**src/hw/rtl/deque_with_play_cursor_top_assert.svh**
```systemverilog
// ----------------------------------------------------------------------------
// Assertion macros for the deque with play cursor
// Concurrent checks clocked on clk, disabled while rst_n is low.
// ----------------------------------------------------------------------------
`ifndef DEQUE_WITH_PLAY_CURSOR_TOP_ASSERT_SVH
`define DEQUE_WITH_PLAY_CURSOR_TOP_ASSERT_SVH
`ifndef SYNTH
// expr holds at every edge out of reset
`define DWPC_ASSERT_HOLDS(lbl, expr) \
  lbl: assert property (@(posedge clk) disable iff (!rst_n) (expr)) \
    else $error("dwpc check failed");
// cons holds in the cycle after ante
`define DWPC_ASSERT_NEXT(lbl, ante, cons) \
  lbl: assert property (@(posedge clk) disable iff (!rst_n) (ante) |=> (cons)) \
    else $error("dwpc check failed");
`else
`define DWPC_ASSERT_HOLDS(lbl, expr)
`define DWPC_ASSERT_NEXT(lbl, ante, cons)
`endif
`endif

```
**src/hw/rtl/dwpc_pkg.sv**
```systemverilog
// ----------------------------------------------------------------------------
// dwpc_pkg
// Shared types and codes of the deque with play cursor.
// ----------------------------------------------------------------------------
`default_nettype none
package dwpc_pkg;

  localparam int unsigned DATA_W = 32;

  typedef logic [2:0] mode_t;
  typedef logic [1:0] status_t;

  localparam mode_t MODE_PUSH_BACK  = 3'd0;
  localparam mode_t MODE_PUSH_FRONT = 3'd1;
  localparam mode_t MODE_POP_BACK   = 3'd2;
  localparam mode_t MODE_POP_FRONT  = 3'd3;
  localparam mode_t MODE_NEXT       = 3'd4;
  localparam mode_t MODE_PREV       = 3'd5;
  localparam mode_t MODE_QUERY      = 3'd6;

  localparam status_t STAT_OK    = 2'd0;
  localparam status_t STAT_EMPTY = 2'd1;
  localparam status_t STAT_FULL  = 2'd2;

  typedef enum logic {
    ST_IDLE,
    ST_READ
  } state_t;

  typedef struct packed {
    logic exec;  // apply the request to the indices and store
    logic rd;    // read the entry under the cursor
  } dp_cmd_t;

endpackage
`default_nettype wire

```
**src/hw/rtl/dwpc_ctrl.sv**
```systemverilog
// ----------------------------------------------------------------------------
// dwpc_ctrl
// Sequencer: accepts a request, then moves to the read state for the store read.
// ----------------------------------------------------------------------------
`default_nettype none
module dwpc_ctrl
  import dwpc_pkg::*;
(
  input  wire logic    clk,
  input  wire logic    rst_n,
  input  wire logic    in_valid,
  output logic         in_stall,
  output logic         out_valid,
  input  wire logic    out_stall,
  output dp_cmd_t      cmd
);

`include "deque_with_play_cursor_top_assert.svh"

  state_t state_r, state_nxt;
  logic   out_valid_r, out_valid_nxt;
  logic   accept;

  always_ff @(posedge clk) begin
    if (!rst_n) begin
      state_r     <= ST_IDLE;
      out_valid_r <= 1'b0;
    end else begin
      state_r     <= state_nxt;
      out_valid_r <= out_valid_nxt;
    end
  end

  // next state
  always_comb begin
    state_nxt     = state_r;
    out_valid_nxt = out_valid_r;
    if (out_valid_r && !out_stall) begin
      out_valid_nxt = 1'b0;
    end
    case (state_r)
      ST_IDLE: begin
        if (accept) begin
          state_nxt = ST_READ;
        end
      end
      ST_READ: begin
        state_nxt     = ST_IDLE;
        out_valid_nxt = 1'b1;
      end
      default: begin
        state_nxt = ST_IDLE;
      end
    endcase
  end

  // outputs: take a request only when the result slot is free or frees now
  always_comb begin
    in_stall = 1'b1;
    cmd.rd   = 1'b0;
    case (state_r)
      ST_IDLE: begin
        in_stall = out_valid_r && out_stall;
      end
      ST_READ: begin
        cmd.rd = 1'b1;
      end
      default: begin
        in_stall = 1'b1;
      end
    endcase
    accept   = in_valid && !in_stall;
    cmd.exec = accept;
  end

  assign out_valid = out_valid_r;

  `DWPC_ASSERT_NEXT(a_exec_then_read, cmd.exec, state_r == ST_READ)
  `DWPC_ASSERT_HOLDS(a_slot_free_in_read, !(state_r == ST_READ) || !out_valid_r)
  `DWPC_ASSERT_NEXT(a_read_then_valid, state_r == ST_READ, out_valid_r)

endmodule
`default_nettype wire

```
**src/hw/rtl/dwpc_dp.sv**
```systemverilog
// ----------------------------------------------------------------------------
// dwpc_dp
// Index registers, circular entry store and result registers.
// ----------------------------------------------------------------------------
`default_nettype none
module dwpc_dp
  import dwpc_pkg::*;
#(
  parameter int unsigned DEPTH = 64
) (
  input  wire logic                         clk,
  input  wire logic                         rst_n,
  input  wire dp_cmd_t                      cmd,
  input  wire mode_t                        in_mode,
  input  wire logic [DATA_W-1:0]            in_entry_id,
  output status_t                           out_status,
  output logic [$clog2(DEPTH+1)-1:0]        out_entry_count,
  output logic                              out_current_valid,
  output logic [DATA_W-1:0]                 out_current_entry
);

`include "deque_with_play_cursor_top_assert.svh"

  localparam int unsigned AW = $clog2(DEPTH);
  localparam int unsigned CW = $clog2(DEPTH + 1);

  // the cursor is kept as an offset from the front entry
  logic [AW-1:0]     front_r, front_nxt;
  logic [AW-1:0]     off_r, off_nxt;
  logic [CW-1:0]     count_r, count_nxt;
  status_t           status_r, status_nxt;
  logic              wr_en;
  logic [AW-1:0]     wr_addr;
  logic [AW-1:0]     rd_addr;
  logic [AW-1:0]     front_dec;
  logic [AW-1:0]     front_inc;
  logic [CW-1:0]     off_ext;
  logic [CW-1:0]     off_inc_ext;
  logic [CW-1:0]     count_dec;
  logic              empty;
  logic              full;
  logic [DATA_W-1:0] entry_r;
  logic [DATA_W-1:0] mem [DEPTH];

  function automatic logic [AW-1:0] slot_add(input logic [AW-1:0] a,
                                             input logic [AW-1:0] b);
    logic [AW:0] sum;
    sum = {1'b0, a} + {1'b0, b};
    if (sum >= (AW+1)'(DEPTH)) begin
      sum = sum - (AW+1)'(DEPTH);
    end
    return sum[AW-1:0];
  endfunction

  assign empty       = (count_r == '0);
  assign full        = (count_r >= CW'(DEPTH));
  assign front_dec   = (front_r == '0) ? AW'(DEPTH - 1) : front_r - AW'(1);
  assign front_inc   = (front_r == AW'(DEPTH - 1)) ? '0 : front_r + AW'(1);
  assign off_ext     = CW'(off_r);
  assign off_inc_ext = off_ext + CW'(1);
  assign count_dec   = count_r - CW'(1);

  always_comb begin
    front_nxt  = front_r;
    off_nxt    = off_r;
    count_nxt  = count_r;
    status_nxt = STAT_OK;
    wr_en      = 1'b0;
    wr_addr    = slot_add(front_r, count_r[AW-1:0]);
    case (in_mode)
      MODE_PUSH_BACK: begin
        if (full) begin
          status_nxt = STAT_FULL;
        end else begin
          wr_en     = 1'b1;
          count_nxt = count_r + CW'(1);
          if (empty) begin
            off_nxt = '0;
          end
        end
      end
      MODE_PUSH_FRONT: begin
        wr_addr = front_dec;
        if (full) begin
          status_nxt = STAT_FULL;
        end else begin
          wr_en     = 1'b1;
          front_nxt = front_dec;
          count_nxt = count_r + CW'(1);
          off_nxt   = empty ? '0 : off_r + AW'(1);
        end
      end
      MODE_POP_BACK: begin
        if (empty) begin
          status_nxt = STAT_EMPTY;
        end else begin
          count_nxt = count_dec;
          // cursor on the back entry wraps to the front
          if (off_ext == count_dec) begin
            off_nxt = '0;
          end
        end
      end
      MODE_POP_FRONT: begin
        if (empty) begin
          status_nxt = STAT_EMPTY;
        end else begin
          count_nxt = count_dec;
          front_nxt = front_inc;
          off_nxt   = (off_r == '0) ? '0 : off_r - AW'(1);
        end
      end
      MODE_NEXT: begin
        if (!empty) begin
          off_nxt = (off_inc_ext >= count_r) ? '0 : off_inc_ext[AW-1:0];
        end
      end
      MODE_PREV: begin
        if (count_r >= CW'(2)) begin
          off_nxt = (off_r == '0) ? count_dec[AW-1:0] : off_r - AW'(1);
        end
      end
      default: begin
        status_nxt = STAT_OK;
      end
    endcase
  end

  always_ff @(posedge clk) begin
    if (!rst_n) begin
      front_r  <= '0;
      off_r    <= '0;
      count_r  <= '0;
      status_r <= STAT_OK;
    end else if (cmd.exec) begin
      front_r  <= front_nxt;
      off_r    <= off_nxt;
      count_r  <= count_nxt;
      status_r <= status_nxt;
    end
  end

  always_ff @(posedge clk) begin
    if (cmd.exec && wr_en) begin
      mem[wr_addr] <= in_entry_id;
    end
  end

  assign rd_addr = slot_add(front_r, off_r);

  always_ff @(posedge clk) begin
    if (cmd.rd) begin
      entry_r <= mem[rd_addr];
    end
  end

  assign out_status        = status_r;
  assign out_entry_count   = count_r;
  assign out_current_valid = !empty;
  assign out_current_entry = empty ? '0 : entry_r;

  `DWPC_ASSERT_HOLDS(a_count_bound, count_r <= CW'(DEPTH))
  `DWPC_ASSERT_HOLDS(a_cursor_in_range, empty || (off_ext < count_r))
  `DWPC_ASSERT_HOLDS(a_front_in_range, front_r <= AW'(DEPTH - 1))
  `DWPC_ASSERT_NEXT(a_hold_without_exec, !cmd.exec,
                    $stable(count_r) && $stable(front_r) && $stable(off_r))

endmodule
`default_nettype wire

```
**src/hw/rtl/deque_with_play_cursor_top.sv**
```systemverilog
// ----------------------------------------------------------------------------
// deque_with_play_cursor_top
// Bounded deque of entry handles with a play cursor.
// After the request transfer the controller moves through the read state,
// a registered read of the store at the new cursor, and then raises out_valid.
// A new request is not taken while in the read state or while a result is
// held by out_stall.
// Reset: synchronous, active low; empties the queue, the store is not cleared.
// ----------------------------------------------------------------------------
`default_nettype none
module deque_with_play_cursor_top
  import dwpc_pkg::*;
#(
  parameter int unsigned DEPTH = 64
) (
  input  wire logic                         clk,
  input  wire logic                         rst_n,
  input  wire logic                         in_valid,
  output logic                              in_stall,
  input  wire mode_t                        in_mode,
  input  wire logic [DATA_W-1:0]            in_entry_id,
  output logic                              out_valid,
  input  wire logic                         out_stall,
  output status_t                           out_status,
  output logic [$clog2(DEPTH+1)-1:0]        out_entry_count,
  output logic                              out_current_valid,
  output logic [DATA_W-1:0]                 out_current_entry
);

  dp_cmd_t cmd;

  dwpc_ctrl u_ctrl (
    .clk       (clk),
    .rst_n     (rst_n),
    .in_valid  (in_valid),
    .in_stall  (in_stall),
    .out_valid (out_valid),
    .out_stall (out_stall),
    .cmd       (cmd)
  );

  dwpc_dp #(
    .DEPTH (DEPTH)
  ) u_dp (
    .clk               (clk),
    .rst_n             (rst_n),
    .cmd               (cmd),
    .in_mode           (in_mode),
    .in_entry_id       (in_entry_id),
    .out_status        (out_status),
    .out_entry_count   (out_entry_count),
    .out_current_valid (out_current_valid),
    .out_current_entry (out_current_entry)
  );

endmodule
`default_nettype wire

```
**config.mk**
```make
export PLATFORM = sky130hd
export DESIGN_NAME = deque_with_play_cursor_top
export DESIGN_NICKNAME = d
export VERILOG_FILES = /design/src/hw/rtl/dwpc_pkg.sv /design/src/hw/rtl/dwpc_ctrl.sv /design/src/hw/rtl/dwpc_dp.sv /design/src/hw/rtl/deque_with_play_cursor_top.sv
export VERILOG_INCLUDE_DIRS = /design/src /design/src/hw/rtl
export SDC_FILE = /design/constraint.sdc
export NUM_CORES = 2
export LEC_CHECK = 0
export CAP_MARGIN = 10
export CORE_MARGIN = 4
export CORE_UTILIZATION = 30
export CTS_BUF_LIST = sky130_fd_sc_hd__clkbuf_8
export DETAILED_ROUTE_END_ITERATION = 8
export DONT_BUFFER_PORTS = 1
export PLACE_DENSITY_LB_ADDON = 0.08
export SLEW_MARGIN = 20
export SYNTH_ARGS = -nofsm -noshare
export SYNTH_HDL_FRONTEND = slang
export SYNTH_SLANG_ARGS = --single-unit
```
**constraint.sdc**
```tcl
create_clock -name clk -period 4.9 [get_ports clk]
set_input_delay 1.47 -clock clk [delete_from_list [all_inputs] [get_ports clk]]
set_output_delay 1.47 -clock clk [all_outputs]
set_load 0.03 [all_outputs]
```
# After elaboration in Yosys (flattened, before gate mapping)
# Memories as Yosys holds them, arrays and structs flattened. A register that Yosys moved wholly into a read port is not among the register bits.
# Index checks and enable logic that the tools add are counted.
[totals] register_bits=23 latchBits=0 ram_bits=2048 rom_bits=0 in_bits=39 output_inout_bits=44 word_cells=99 memories=1
[op_classes] add_sub_neg=11 mul=0 n_div=0 order_cmp=5 n_eq_ne=17 shifts=0 n_mux=38 n_bitwise=1 n_reduce_logical=20
[memory_table] memory="u_dp.mem" words=64 word_bits=32 read_ports=1 rd_ports_with_merged_regs=1 write_ports=1 line_no="dwpc_dp.sv:43" rtl="logic [DATA_W-1:0] mem [DEPTH];"
[ops] cell="$mux 6" n=19
[ops] cell="$pmux 6 s6" n=1
[ops] cell="$mux 32" n=1
[ops] cell="$sub 6x1->6 const B" n=4
[ops] cell="$ge 7x7->1 const B" n=3
[ops] cell="$add 6x6->7" n=2
[ops] cell="$mux 7" n=2
[ops] cell="$ne 2x2->1 const B" n=7
[ops] cell="$pmux 7 s2" n=1
[ops] cell="$add 6x1->6 const B" n=2
[ops] cell="$logic_not 6->1" n=2
[ops] cell="$pmux 6 s2" n=1
[ops] cell="$mux 1" n=10
[ops] cell="$reduce_and 10->1" n=1
[ops] cell="$reduce_and 4->1" n=2
[ops] cell="$add 6x1->7 const B" n=1
[ops] cell="$add 7x1->7 const B" n=1
[ops] cell="$eq 6x7->1" n=1
[ops] cell="$ge 7x2->1 const B" n=1
[ops] cell="$ge 7x7->1" n=1
[ops] cell="$logic_not 7->1" n=1
[ops] cell="$sub 7x1->7 const B" n=1
[ops] cell="$eq 3x2->1 const B" n=2
[ops] cell="$eq 3x3->1 const B" n=2
[ops] cell="other kinds (13)" n=23

# Depth between registers and ports, before layout
[depth] word_depth=7 ltp_mapped=11 depth_no_buf=10

# By module
# From an unflattened synthesis, not the netlist that was laid out.
[unflattened] cells_unflattened=3496 area_unflattened_um2=82023.7
[modules_own_cells] mod="dwpc_dp" instances=1 cells_per_inst=3487 area_per_inst_um2=81936.1 seq_area_each_um2=62880.3
[modules_own_cells] mod="dwpc_ctrl" instances=1 cells_per_inst=9 area_per_inst_um2=87.6 seq_area_each_um2=40.0

# Worst setup path after synthesis
# Ideal clock, no wire load.
[synth_path] path_type="input-to-reg" startpoint="input in_mode[1]" endpoint="memory u_dp.mem[18][0] (enable)" setup_time_ns=0.421 arrival_ns=4.260 required_ns=4.479 setup_slack_ns=0.219 stages=6 path_buffers=2 cell_sequence="clkbuf_1 > nor3b_1 > buf_2 > mux2i_1 > nand3_1 > nor2_1"
[synth_via] elab_chain_len=6 elab_cells_between_ends=8 cone_classes="1 x eq/ne; 4 x mux; 3 x reduce/logical"
[synth_lines] item="from (decl)" line_no="deque_with_play_cursor_top.sv:20" rtl="input wire mode_t in_mode,"
[synth_lines] item="$eq 3x1->1 / $logic_not 3->1 (equally long branches)" line_no="dwpc_dp.sv:70" rtl="case (in_mode)"
[synth_lines] item="$reduce_or 2->1 (no source line)"
[synth_lines] item="$mux 1"
[synth_lines] item="$logic_and 1x1->1" line_no="dwpc_dp.sv:144" rtl="if (cmd.exec && wr_en) begin"
[synth_lines] item="$mux 1" line_no="dwpc_dp.sv:144"
[synth_lines] item="$mux 1 (not written as such)" line_no="dwpc_dp.sv:145" rtl="mem[wr_addr] <= in_entry_id;"
[synth_lines] item="to (decl)" line_no="dwpc_dp.sv:43"
# Several ways; a longest one is shown, not always the timed one.

# Worst setup path after layout
[layout_path] startpoint="register u_dp.count_r[0], in the netlist u_dp.out_entry_count[0]" endpoint="output out_current_entry[22]"
[layout_via] elab_chain_len=2
[layout_lines] item="from (decl)" line_no="dwpc_dp.sv:30" rtl="logic [CW-1:0] count_r, count_nxt;"
[layout_lines] item="from (signal assigned)" line_no="dwpc_dp.sv:138" rtl="count_r <= count_nxt;"
[layout_lines] item="$logic_not 7->1" line_no="dwpc_dp.sv:55" rtl="assign empty = (count_r == '0);"
[layout_lines] item="$mux 32" line_no="dwpc_dp.sv:160" rtl="assign out_current_entry = empty ? '0 : entry_r;"
[layout_lines] item="to (decl)" line_no="deque_with_play_cursor_top.sv:27" rtl="output logic [DATA_W-1:0] out_current_entry"
# No other way between the ends.

==> load_flow_metrics.sql <==
INSERT INTO impl_metrics (metric_group, metric, value, unit) VALUES
('final_layout', 'nFillCells', '24778', ''),
('yosys', 'post_synth_num_cell_types', '58', ''),
('sta', 'transition_time_at_the_pin_with_the_least_slew_margin', '1.02', 'ns'),
('final_layout', 'final_cell_count_no_fill', '7697', ''),
('clocking', 'hold_fix_buffers_cts', '0', ''),
('sta', 'worst_slack', '0.214', 'ns'),
('yosys', 'synthesis.yosys.warnings', '0', ''),
('sta', 'max_slew_margin', '32.0', '%'),
('route', 'viasPerCell', '5.05', ''),
('yosys', 'synth-async-reset-ratio', '0', '%'),
('sta', 'final.period_utilization', '95.6', '%'),
('pwr', 'switching_share', '23.1', '%'),
('floorplanning', 'top_level_ports', '83', ''),
('final_layout', 'synthToLayoutAreaGrowth', '16.2', '%'),
('yosys', 'synth_fp_nets', '3504', ''),
('route', 'drc', '0', ''),
('worst_setup_path', 'reg2reg_from', 'u_dp.front_r[0]', ''),
('run', 'max-cap-violations', '0', ''),
('sta', 'finalClockSkew', '0.0909', 'ns'),
('status', 'status', 'complete, no violations', ''),
('worst_setup_path', 'regToRegEndpoint', 'u_dp.entry_r[14]', ''),
('global_route', 'number_of_antenna_violations_at_the_first_check_in_global_routing', '18', ''),
('clocking', 'numClockSinks', '2103', ''),
('sta', 'period_needed', '4.69', 'ns'),
('route', 'drt_pass1_iterations', '7', ''),
('worst_setup_path', 'r2r_setup_slk', '0.54', 'ns'),
('pwr', 'power_density', '393', 'mW/mm^2'),
('sta', 'rsz0062_at_grt', 'no', ''),
('final_layout', 'finalNetCount', '3924', ''),
('placed_design', 'hpwl', '135000', 'um'),
('pwr', 'sequentialPowerShare', '53.5', '%'),
('clocking', 'cts-root-to-sink-buffers', '4', ''),
('yosys', 'synth_commonest_cells', 'sky130_fd_sc_hd__edfxtp_1 (2080), sky130_fd_sc_hd__mux4_2 (640), sky130_fd_sc_hd__clkbuf_1 (90)', ''),
('min_path', 'worstHoldPathType', 'in -> reg', ''),
('yosys', 'postSynthCellCount', '3438', ''),
('clocking', 'worstSkewPairLatency', '1.07', 'ns'),
('floorplanning', 'initial_cell_density_of_the_core', '30.3', '%'),
('floorplanning', 'die_area', '0.280', 'sq mm'),
('yosys', 'most_area_consuming_cells_after_synthesis', 'sky130_fd_sc_hd__edfxtp_1 (77%), sky130_fd_sc_hd__mux4_2 (18%), sky130_fd_sc_hd__a22oi_1 (0.61%)', ''),
('yosys', 'synth_enable_flop_cells', '2080', ''),
('worst_setup_path', 'crit_path_start_kind', 'flip-flop', ''),
('floorplanning', 'core', '0.269', 'sq mm'),
('yosys', 'synth-seq-area-share', '77.3', '%'),
('pwr', 'p_sw', '8.60', 'mW'),
('worst_setup_path', 'worstSetupEndpointType', 'output pin', ''),
('worst_setup_path', 'cp_data_arrival_time', '3.22', 'ns'),
('global_route', 'grt_util_all_layers', '17.5', '%'),
('clocking', 'cts_h_tree_depth', '5', ''),
('yosys', 'synth_top_area_share', '76.8', '%'),
('route', 'route.antenna.remaining_nets', '0', ''),
('yosys', 'synth_top_cell_by_area', 'sky130_fd_sc_hd__edfxtp_1', ''),
('sta', 'timing_hold_violations_final', '0', ''),
('worst_setup_path', 'cp_class', 'reg -> out', ''),
('floorplanning', 'floorplan.rows', '190', ''),
('global_route', 'grt_start_max_net_pins', '67', ''),
('clocking', 'clock_tree_from_tritoncts', 'done', ''),
('placed_design', 'place_area', '0.0878', 'sq mm'),
('min_path', 'worstHoldStart', 'in_entry_id[11]', ''),
('placed_design', 'place_ws', '0.369', 'ns'),
('pwr', 'ir_worst_vdd', '0.196', 'mV'),
('pwr', 'design_internal_power', '28.6', 'mW'),
('route', 'wirelength', '247000', 'um'),
('clocking', 'cts_root_buffer', 'sky130_fd_sc_hd__clkbuf_8', ''),
('min_path', 'hold-path-endpoint', 'u_dp.mem[50][11]', ''),
('clocking', 'cts_buffers', '392', ''),
('yosys', 'syn_avg_cell_area', '23.7', 'sq um'),
('worst_setup_path', 'cp.required', '3.43', 'ns'),
('min_path', 'min_path_cells', '0', ''),
('pwr', 'power.total', '37.2', 'mW'),
('yosys', 'synthMostInstantiatedCell', 'sky130_fd_sc_hd__edfxtp_1', ''),
('worst_setup_path', 'worst-path-max-fanout', '35', '');
-- flip-flops by register name, summed over array words and instances (netlist names) --
name                  cells
u_ctrl.state_r            1
u_dp.out_entry_count      7
u_dp.off_r                6
u_ctrl.out_valid          1
u_dp.entry_r             32
u_dp.mem               2048
u_dp.front_r              6
u_dp.out_status           2
-- worst max path at each step --
| stage | end | slack (ns) | cells after the start |
|---|---|---|---|
| floorplan | u_dp.mem[18][0] | 0.22 | 6 |
| global placement | u_dp.mem[6][29] | 0.31 | 7 |
| detailed placement | u_dp.mem[62][5] | 0.37 | 8 |
| CTS | out_current_entry[27] | 0.09 | 7 |
| global route | out_current_entry[22] | 0.02 | 7 |
| finish | out_current_entry[22] | 0.21 | 7 |
-- cells in the final DEF, fill, tap and decap left out, types with 4 or more instances in the layout --
cell type / n
sky130_fd_sc_hd__nor2_1: 14
sky130_fd_sc_hd__o211ai_1: 6
sky130_fd_sc_hd__o21ai_0: 24
sky130_fd_sc_hd__o21bai_2: 4
sky130_fd_sc_hd__nor4_1: 4
sky130_fd_sc_hd__clkinv_1: 92
sky130_fd_sc_hd__a22oi_1: 66
sky130_fd_sc_hd__o21ai_2: 4
sky130_fd_sc_hd__inv_1: 151
sky130_fd_sc_hd__o21a_1: 8
sky130_fd_sc_hd__edfxtp_1: 2080
sky130_fd_sc_hd__a21oi_1: 18
sky130_fd_sc_hd__nor2b_1: 11
sky130_fd_sc_hd__nor2_4: 65
sky130_fd_sc_hd__diode_2: 10
sky130_fd_sc_hd__clkinvlp_4: 6
sky130_fd_sc_hd__clkinv_2: 31
sky130_fd_sc_hd__and3_1: 9
sky130_fd_sc_hd__nor3_1: 16
sky130_fd_sc_hd__nand2b_1: 4
sky130_fd_sc_hd__o22ai_1: 9
sky130_fd_sc_hd__nand3_1: 24
sky130_fd_sc_hd__xnor2_1: 24
sky130_fd_sc_hd__nand4_1: 5
sky130_fd_sc_hd__or3_1: 4
sky130_fd_sc_hd__buf_4: 146
sky130_fd_sc_hd__buf_12: 55
sky130_fd_sc_hd__bufinv_16: 4
sky130_fd_sc_hd__clkbuf_8: 404
sky130_fd_sc_hd__mux4_2: 640
sky130_fd_sc_hd__dfxtp_1: 22
sky130_fd_sc_hd__nand2_1: 59
sky130_fd_sc_hd__ha_1: 24
sky130_fd_sc_hd__a211oi_1: 8
sky130_fd_sc_hd__and2_1: 38
-- critical path, cell delays in order (launching register included) --
cell,delay [ns]
sky130_fd_sc_hd__dfxtp_1,0.45
sky130_fd_sc_hd__inv_1,0.19
sky130_fd_sc_hd__ha_1,0.27
sky130_fd_sc_hd__or3b_1,0.45
sky130_fd_sc_hd__nor2_4,0.18
sky130_fd_sc_hd__inv_8,0.15
sky130_fd_sc_hd__and2_1,0.23
sky130_fd_sc_hd__buf_4,0.18
-- per-stage QoR --
stage	util, %	hold WS (ns)
after detailed placement	32.6	0.613
final	35.2	0.502
after CTS	35.2	0.339
after global placement	32.6	0.606
after floorplan	-	0.558
after global routing	35.2	0.374
-- kinds of logic (layout without fill, tap and decap cells) --
family	count (synthesis)	after routing	share of synthesized area (%)
flip-flops	2103	2103	77.3
multiplexers	642	642	17.7
AND/OR/NAND/NOR	266	266	1.59
buffers and inverters	197	894	1.09
AO/OA/AOI/OAI	174	174	1.48
XOR/XNOR	29	29	0.329
adder cells (fa/ha/maj)	27	27	0.434
other	0	10	0
-- layer usage --
metal / share of wire, % / routed length, um / up-vias / global-route usage [%]
met5: 0 / 0 / - / 0
met4: 2.3 / 5610 / 0 / 4.77
met3: 6.5 / 16100 / 326 / 4.12
met2: 47 / 115000 / 1221 / 27.2
met1: 45 / 110000 / 21568 / 24.8
li1: - / - / 15735 / -
-- power groups by stage --
stage	sequential, mW	combinational (mW)	clock, mW
4_1_cts	19.9	2.30	15.7
6_report	19.9	2.24	15.0
2_1_floorplan	20.3	1.45	0
3_5_place_dp	20.3	2.28	0
5_1_grt	19.9	2.38	16.6
3_3_place_gp	20.3	2.29	0
-- repair_timing --
item,4_1_cts,5_1_grt
gates resized for setup,5,0
endpoints found under the setup margin,33,0
setup buffers,1,0
-- final cells by class --
type | instances | area (sq um) | share of cell area [%]
Inverter | 22 | 90.1 | 0.0953
Clock buffer | 404 | 5560 | 5.88
Antenna cell | 10 | 25.0 | 0.0265
Tap cell | 3552 | 4440 | 4.70
Timing Repair Buffer | 201 | 2200 | 2.32
Clock inverter | 267 | 1190 | 1.26
Sequential cell | 2103 | 62900 | 66.5
Multi-Input combinational cell | 1138 | 18100 | 19.2
No activity file was read; power rests on OpenSTA's default activity.
